==> src/rtl/modular_exponentiation_macros.svh <==
// assertion macros shared by the rtl files
`ifndef MODULAR_EXPONENTIATION_MACROS_SVH
`define MODULAR_EXPONENTIATION_MACROS_SVH

// same-cycle implication, checked out of reset
`define MX_ASSERT_IMPL(lbl, ante, cons, msg) \
    lbl: assert property (@(posedge clk) disable iff (!rst_n) (ante) |-> (cons)) \
        else $error(msg);

// next-cycle implication, checked out of reset
`define MX_ASSERT_NEXT(lbl, ante, cons, msg) \
    lbl: assert property (@(posedge clk) disable iff (!rst_n) (ante) |=> (cons)) \
        else $error(msg);

`endif

==> src/rtl/mx_pkg.sv <==
`timescale 1ns / 1ps

package mx_pkg;

    // operand width of base, exponent, modulus and result
    localparam int WORD_WIDTH = 64;
    // bit counter width inside the modular multiplier
    localparam int CNT_W = $clog2(WORD_WIDTH);

    typedef logic [WORD_WIDTH-1:0] word_t;
    typedef logic [CNT_W-1:0]      cnt_t;

    // exponentiation sequencer states
    typedef enum logic [2:0] {
        S_IDLE,
        S_REDUCE,
        S_STEP,
        S_MUL,
        S_SQR,
        S_FINISH
    } mx_state_t;

endpackage

==> src/rtl/modular_exponentiation.sv <==
`timescale 1ns / 1ps

// modular exponentiation: power_result = base_value ** exponent mod modulus
// config channel: cfg_valid/cfg_ready carries the modulus word; always ready,
//   write it only while the block is idle. reset value of the modulus is 1.
// input channel: in_valid/in_ready carries base_value and exponent; one word
//   is taken at a time and in_ready stays low until its result is registered.
// output channel: out_valid/out_ready carries power_result, one per input.
// work: one shared shift-add modular multiplier does all the work; an item
//   costs 1 + n + k modular products, n the bit length of the exponent and
//   k its number of set bits. a modulus of 0 gives 0 without a product.
// stall: the result waits in the output register; a new word is taken as
//   soon as the result has been moved into it, even if still unread. a
//   further result holds the sequencer until the output register frees.
// reset: clears the sequencer and output valid, modulus back to 1.
`include "modular_exponentiation_macros.svh"

module modular_exponentiation (
    input  logic          clk,
    input  logic          rst_n,
    input  logic          cfg_valid,
    output logic          cfg_ready,
    input  mx_pkg::word_t modulus,
    input  logic          in_valid,
    output logic          in_ready,
    input  mx_pkg::word_t base_value,
    input  mx_pkg::word_t exponent,
    output logic          out_valid,
    input  logic          out_ready,
    output mx_pkg::word_t power_result
);
    import mx_pkg::*;

    mx_state_t state_reg;
    mx_state_t state_next;
    word_t     modulus_reg;
    word_t     acc_reg;
    word_t     sq_reg;
    word_t     exp_reg;
    logic      out_valid_reg;
    word_t     out_data_reg;
    word_t     one_mod;
    logic      mm_start;
    word_t     mm_a;
    word_t     mm_b;
    logic      mm_busy;
    logic      mm_done;
    word_t     mm_result;
    logic      out_load;

    assign one_mod   = (modulus_reg == word_t'(1)) ? '0 : word_t'(1);
    assign cfg_ready = 1'b1;
    assign in_ready  = (state_reg == S_IDLE);
    assign out_load  = (state_reg == S_FINISH) && (!out_valid_reg || out_ready);

    // shared modular multiplier
    mx_modmul u_modmul (
        .clk    (clk),
        .rst_n  (rst_n),
        .start  (mm_start),
        .a      (mm_a),
        .b      (mm_b),
        .m      (modulus_reg),
        .busy   (mm_busy),
        .done   (mm_done),
        .result (mm_result)
    );

    // sequencer next state and multiplier launch
    always_comb
    begin
        state_next = state_reg;
        mm_start   = 1'b0;
        mm_a       = sq_reg;
        mm_b       = sq_reg;
        unique case (state_reg)
            S_IDLE:
            begin
                mm_a = one_mod;
                mm_b = base_value;
                if (in_valid)
                begin
                    if (modulus_reg == '0)
                    begin
                        state_next = S_FINISH;
                    end
                    else
                    begin
                        mm_start   = 1'b1;
                        state_next = S_REDUCE;
                    end
                end
            end
            S_REDUCE:
            begin
                if (mm_done)
                begin
                    state_next = S_STEP;
                end
            end
            S_STEP:
            begin
                if (exp_reg == '0)
                begin
                    state_next = S_FINISH;
                end
                else if (exp_reg[0])
                begin
                    mm_a       = acc_reg;
                    mm_start   = 1'b1;
                    state_next = S_MUL;
                end
                else
                begin
                    mm_start   = 1'b1;
                    state_next = S_SQR;
                end
            end
            S_MUL:
            begin
                if (mm_done)
                begin
                    mm_start   = 1'b1;
                    state_next = S_SQR;
                end
            end
            S_SQR:
            begin
                if (mm_done)
                begin
                    state_next = S_STEP;
                end
            end
            S_FINISH:
            begin
                if (out_load)
                begin
                    state_next = S_IDLE;
                end
            end
            default:
            begin
                state_next = S_IDLE;
            end
        endcase
    end

    // control registers
    always_ff @(posedge clk or negedge rst_n)
    begin
        if (!rst_n)
        begin
            state_reg     <= S_IDLE;
            modulus_reg   <= word_t'(1);
            out_valid_reg <= 1'b0;
        end
        else
        begin
            state_reg <= state_next;
            if (cfg_valid && cfg_ready)
            begin
                modulus_reg <= modulus;
            end
            if (out_load)
            begin
                out_valid_reg <= 1'b1;
            end
            else if (out_ready)
            begin
                out_valid_reg <= 1'b0;
            end
        end
    end

    // datapath registers
    always_ff @(posedge clk)
    begin
        if (state_reg == S_IDLE && in_valid)
        begin
            acc_reg <= (modulus_reg == '0) ? '0 : one_mod;
            exp_reg <= exponent;
        end
        if (state_reg == S_REDUCE && mm_done)
        begin
            sq_reg <= mm_result;
        end
        if (state_reg == S_MUL && mm_done)
        begin
            acc_reg <= mm_result;
        end
        if (state_reg == S_SQR && mm_done)
        begin
            sq_reg  <= mm_result;
            exp_reg <= {1'b0, exp_reg[WORD_WIDTH-1:1]};
        end
        if (out_load)
        begin
            out_data_reg <= acc_reg;
        end
    end

    assign out_valid    = out_valid_reg;
    assign power_result = out_data_reg;

    `MX_ASSERT_IMPL(a_done_expected, mm_done,
        state_reg == S_REDUCE || state_reg == S_MUL || state_reg == S_SQR,
        "multiplier finished outside a multiply state")
    `MX_ASSERT_IMPL(a_mul_busy, state_reg == S_STEP || state_reg == S_FINISH, !mm_busy,
        "multiplier busy while sequencer not waiting")
    `MX_ASSERT_NEXT(a_finish_holds, state_reg == S_FINISH && out_valid_reg && !out_ready,
        state_reg == S_FINISH, "result dropped while output stalled")

endmodule

==> src/rtl/mx_modmul.sv <==
`timescale 1ns / 1ps

`include "modular_exponentiation_macros.svh"

// (a * b) mod m by shift-add, one doubling or one addition per cycle
module mx_modmul (
    input  logic          clk,
    input  logic          rst_n,
    input  logic          start,
    input  mx_pkg::word_t a,
    input  mx_pkg::word_t b,
    input  mx_pkg::word_t m,
    output logic          busy,
    output logic          done,
    output mx_pkg::word_t result
);
    import mx_pkg::*;

    logic                busy_reg;
    logic                done_reg;
    logic                phase_reg;
    cnt_t                cnt_reg;
    word_t               acc_reg;
    word_t               a_reg;
    word_t               b_reg;
    word_t               m_reg;
    word_t               acc_next;
    logic [WORD_WIDTH:0] sum;
    logic [WORD_WIDTH:0] diff;

    // shared modular adder: doubles acc in phase 0, adds a in phase 1
    always_comb
    begin
        sum  = {1'b0, acc_reg} + {1'b0, (phase_reg ? a_reg : acc_reg)};
        diff = sum - {1'b0, m_reg};
        if (sum >= {1'b0, m_reg})
        begin
            acc_next = diff[WORD_WIDTH-1:0];
        end
        else
        begin
            acc_next = sum[WORD_WIDTH-1:0];
        end
    end

    // control
    always_ff @(posedge clk or negedge rst_n)
    begin
        if (!rst_n)
        begin
            busy_reg  <= 1'b0;
            done_reg  <= 1'b0;
            phase_reg <= 1'b0;
            cnt_reg   <= '0;
        end
        else
        begin
            // done pulses once after the last addition phase
            done_reg <= busy_reg && !start && phase_reg &&
                        (cnt_reg == cnt_t'(WORD_WIDTH - 1));
            if (start)
            begin
                busy_reg  <= 1'b1;
                phase_reg <= 1'b0;
                cnt_reg   <= '0;
            end
            else if (busy_reg)
            begin
                phase_reg <= ~phase_reg;
                if (phase_reg)
                begin
                    cnt_reg <= cnt_reg + 1'b1;
                    if (cnt_reg == cnt_t'(WORD_WIDTH - 1))
                    begin
                        busy_reg <= 1'b0;
                    end
                end
            end
        end
    end

    // operands and accumulator
    always_ff @(posedge clk)
    begin
        if (start)
        begin
            acc_reg <= '0;
            a_reg   <= a;
            b_reg   <= b;
            m_reg   <= m;
        end
        else if (busy_reg)
        begin
            if (!phase_reg)
            begin
                acc_reg <= acc_next;
            end
            else
            begin
                if (b_reg[WORD_WIDTH-1])
                begin
                    acc_reg <= acc_next;
                end
                b_reg <= {b_reg[WORD_WIDTH-2:0], 1'b0};
            end
        end
    end

    assign busy   = busy_reg;
    assign done   = done_reg;
    assign result = acc_reg;

    `MX_ASSERT_IMPL(a_no_restart, start, !busy_reg, "modmul started while busy")
    `MX_ASSERT_NEXT(a_acc_reduced, busy_reg && !start, acc_reg < m_reg,
        "modmul accumulator not reduced")
    `MX_ASSERT_NEXT(a_done_pulse, done_reg, !done_reg, "modmul done held too long")

endmodule
==> config.mk <==
export PLATFORM = sky130hd
export DESIGN_NAME = modular_exponentiation
export DESIGN_NICKNAME = d
export VERILOG_FILES = /design/src/rtl/mx_pkg.sv /design/src/rtl/modular_exponentiation.sv /design/src/rtl/mx_modmul.sv
export VERILOG_INCLUDE_DIRS = /design/src /design/src/rtl
export SDC_FILE = /design/constraint.sdc
export NUM_CORES = 1
export LEC_CHECK = 0
export ABC_CLOCK_PERIOD_IN_PS = 19650
export BUFFER_PORTS_ARGS = -buffer_cell sky130_fd_sc_hd__buf_2
export CORE_ASPECT_RATIO = 1.1
export CORE_MARGIN = 2
export CORE_UTILIZATION = 50
export CTS_CLUSTER_DIAMETER = 200
export DETAILED_ROUTE_END_ITERATION = 8
export PLACE_DENSITY = 0.69
export SLEW_MARGIN = 20
export SYNTH_ARGS = -nofsm -noshare
export SYNTH_HDL_FRONTEND = slang
export SYNTH_SLANG_ARGS = --single-unit
==> constraint.sdc <==
create_clock -name clk -period 19.65 [get_ports clk]
set_input_delay 2.9475 -clock clk [delete_from_list [all_inputs] [get_ports clk]]
set_output_delay 2.9475 -clock clk [all_outputs]
set_load 0.01 [all_outputs]
==> results.json <==
{
  "status": "completed",
  "layout_commonest_cell": "edfxtp_1",
  "clk_path_buf_depth": 3,
  "antenna_found_initial": 3,
  "synth_top_area_frac": 0.423,
  "cap_violations": 0,
  "grt_max_degree": 100,
  "syn_avg_cell_area_um2": 11.0,
  "cp_cell_sequence": "buf_4 > mux2_2 > ha_1 > nand4_1 > nor2_1 > nand3_1 > a211o_1 > a2111oi_0 > nor4b_1 > nand2b_1 > xnor2_1 > ha_1 > nand2_2 > or4_1 > or4_1 > o31ai_1 > a21oi_1 > o211ai_2 > a31oi_2 > nand2_4 > mux2i_1 > a21oi_1",
  "viasPerCell": 6.05,
  "drc_errors": 0,
  "setup_tns_ns": 0,
  "detail-route-antenna-nets": 0,
  "synth_flop_cell": "edfxtp_1",
  "slew_headroom": 0.291,
  "critPathMaxStageDelay_ns": 0.86,
  "cp.arrival_ns": 8.63,
  "post_synth_num_cell_types": 91,
  "syn_nets": 3203,
  "cts-root-buf": "clkbuf_16",
  "layout-drive-gt1-share": 0.198,
  "gp_congestion": 0.952,
  "wl_per_cell_um": 22.6,
  "min_period_ns": 8.16,
  "final_nets": 3386,
  "syn2layout_area_growth_pct": 12.8,
  "worst_path_dominant_cell_family": "simple AND/OR/NAND/NOR gates",
  "crit_path_end_kind": "flop",
  "async_reset_ff_frac": 0.131,
  "ys_warn_count": 0,
  "post_cts_buffers": 0,
  "fp.dieW_um": 244,
  "cp_max_fo": 69,
  "row_count": 96,
  "multi_input_area_mm2": 0.0141,
  "clk_latency_ns": 0.65,
  "cp.buffers_inverters": 1,
  "fin_worst_skew_ns": 0.0375,
  "setup_violations": 0,
  "drt_wl_total_mm": 89.0,
  "regArea_mm2": 0.0167,
  "layout_common_cells": "447 x edfxtp_1, 261 x nand2_1, 261 x buf_2, 208 x a21oi_1, 191 x mux2_2",
  "grt_pass1_vias": 22700,
  "htree_levels": 2,
  "hp-class": "flop to flop",
  "grtUsageTotal": 0.266,
  "drt_iter0_markers": 1855,
  "worst_pin_slew_ns": 1.06,
  "cts_buffers": 60,
  "synth-edff-count": 447,
  "io_pins": 264,
  "finalCritPeriodShare": 0.415,
  "slew_viol_final": 0,
  "clk_pin_slew_worst_paths_ns": 0.07,
  "rsz0062_at_grt": "no",
  "synth.ff_latch_count": 589,
  "finalHoldViolations": 0,
  "worstPathRequired_ns": 20.12,
  "grt-ovfl-total": 0,
  "vias": 23900,
  "initial_core_util": 0.507,
  "yosys-top-cells-area": "edfxtp_1 42%, mux2_2 6.8%, dfrtp_1 6.0%, ha_1 5.1%, dfxtp_1 4.1%",
  "cts_resized": 0,
  "syn_inst": 2875,
  "startpoint_type": "flop",
  "cts_tree": "yes",
  "fmax_ghz": 0.123,
  "seq_area_frac_synth": 0.525,
  "design.die.area_mm2": 0.0655,
  "critPathKind": "flop to flop",
  "grt_pass1_wl_mm": 135,
  "worst_path_max_delay_cell": "a2111oi_0",
  "die_h_um": 268,
  "io_buffer_count": 262,
  "synth_area_mm2": 0.0317,
  "clkSinkCount": 589,
  "ctsHoldBuffers": 0,
  "core_area_mm2": 0.0626,
  "synth_top_cell_by_area": "edfxtp_1",
  "dr.pass1.iters": 5,
  "dp_hpwl_mm": 66.3,
  "nFillCells": 5331
}
-- logic make-up (layout without fill, tap and decap cells) --
| group | count (synthesis) | in the layout | synth area share |
|---|---|---|---|
| and+or+nand+nor | 781 | 781 | 0.119 |
| AOI/OAI and AO/OA | 770 | 770 | 0.159 |
| DFF | 589 | 589 | 0.525 |
| buffers and inverters | 260 | 495 | 0.0325 |
| muxes | 232 | 232 | 0.0807 |
| adders and majority gates | 131 | 131 | 0.0521 |
| xor gates and xnor gates | 111 | 111 | 0.0306 |
| other | 1 | 4 | 0.000118 |
-- worst reg2reg max path, stage by stage (launching register included) --
cell and delay [ns]:
dfrtp_2 0.34, buf_4 0.69, mux2_2 0.47, ha_1 0.40, nand4_1 0.24, nor2_1 0.25, nand3_1 0.13, a211o_1 0.41
a2111oi_0 0.86, nor4b_1 0.20, nand2b_1 0.26, xnor2_1 0.21, ha_1 0.48, nand2_2 0.12, or4_1 0.55, or4_1 0.52
o31ai_1 0.32, a21oi_1 0.10, o211ai_2 0.13, a31oi_2 0.13, nand2_4 0.74, mux2i_1 0.34, a21oi_1 0.10
-- layer usage --
metal  vias to the layer above  track usage  share of wire
met4                         0       0.0654          0.023
met2                       820        0.396           0.43
li1                      11200            -              -
met5                         -            0              0
met3                       113       0.0304          0.061
met1                     11800        0.412           0.48
-- cell type report --
cell class / instances / share of cell area
clock buffers: 69 / 0.0435
well taps: 833 / 0.0291
repair buffers: 281 / 0.0407
inverters: 100 / 0.0107
clock inverters: 45 / 0.0167
multi-input cells: 2026 / 0.394
diodes: 3 / 0.000210
flip-flops and latches: 589 / 0.465
-- metrics by stage --
step                      worst slack (ns)  hold WS (ns)  utilization  instance area [µm²]  instances
after detailed placement             11.59         0.433        0.537                33600       3829
after CTS                            11.54         0.433        0.572                35800       3943
after floorplan                      12.00         0.427            -                31700       2875
after global placement               11.96         0.429        0.537                33600       3829
after global routing                 11.05         0.460        0.572                35800       3946
final                                11.49         0.425        0.572                35800       3946
-- cell usage after synthesis, types with 7 or more instances --
master / number
edfxtp_1: 447
nand2_1: 264
a21oi_1: 208
mux2_2: 191
nor2_1: 162
o21ai_0: 145
ha_1: 129
clkbuf_1: 125
inv_1: 99
a31oi_1: 89
a21o_1: 85
and2_1: 82
dfrtp_1: 76
a22o_1: 65
dfxtp_1: 65
xnor2_1: 64
nand3_1: 49
xor2_1: 47
nor4_1: 46
nand4_1: 43
mux2i_1: 41
nor3_1: 32
a211oi_1: 26
and3_1: 23
o21bai_1: 22
buf_2: 17
nor2b_1: 16
or3_1: 16
o21a_1: 14
o31ai_1: 11
buf_1: 9
a21boi_0: 8
o211ai_1: 8
or2_2: 8
a221oi_1: 7
nand2b_1: 7
or4_1: 7
-- worst paths after layout --
kind | startpoint | to | slack (ns) | cells after the start
min in group asynchronous | rst_n | u_modmul.cnt_reg[4]$_DFFE_PN0P_ | 2.16 | 1
min reg2reg | acc_reg[33]$_SDFFCE_PN0P_ | power_result[33]$_DFFE_PP_ | 0.43 | 0
max reg2reg | u_modmul.phase_reg$_DFFE_PN0P_ | u_modmul.result[12]$_SDFFE_PP0P_ | 11.49 | 22
max | u_modmul.phase_reg$_DFFE_PN0P_ | u_modmul.result[12]$_SDFFE_PP0P_ | 11.49 | 22
max in group asynchronous | rst_n | u_modmul.phase_reg$_DFFE_PN0P_ | 16.33 | 2
min | acc_reg[33]$_SDFFCE_PN0P_ | power_result[33]$_DFFE_PP_ | 0.43 | 0
Power is not shown: default switching activity piles up to over one toggle a cycle in this logic, so the estimate is an artifact.
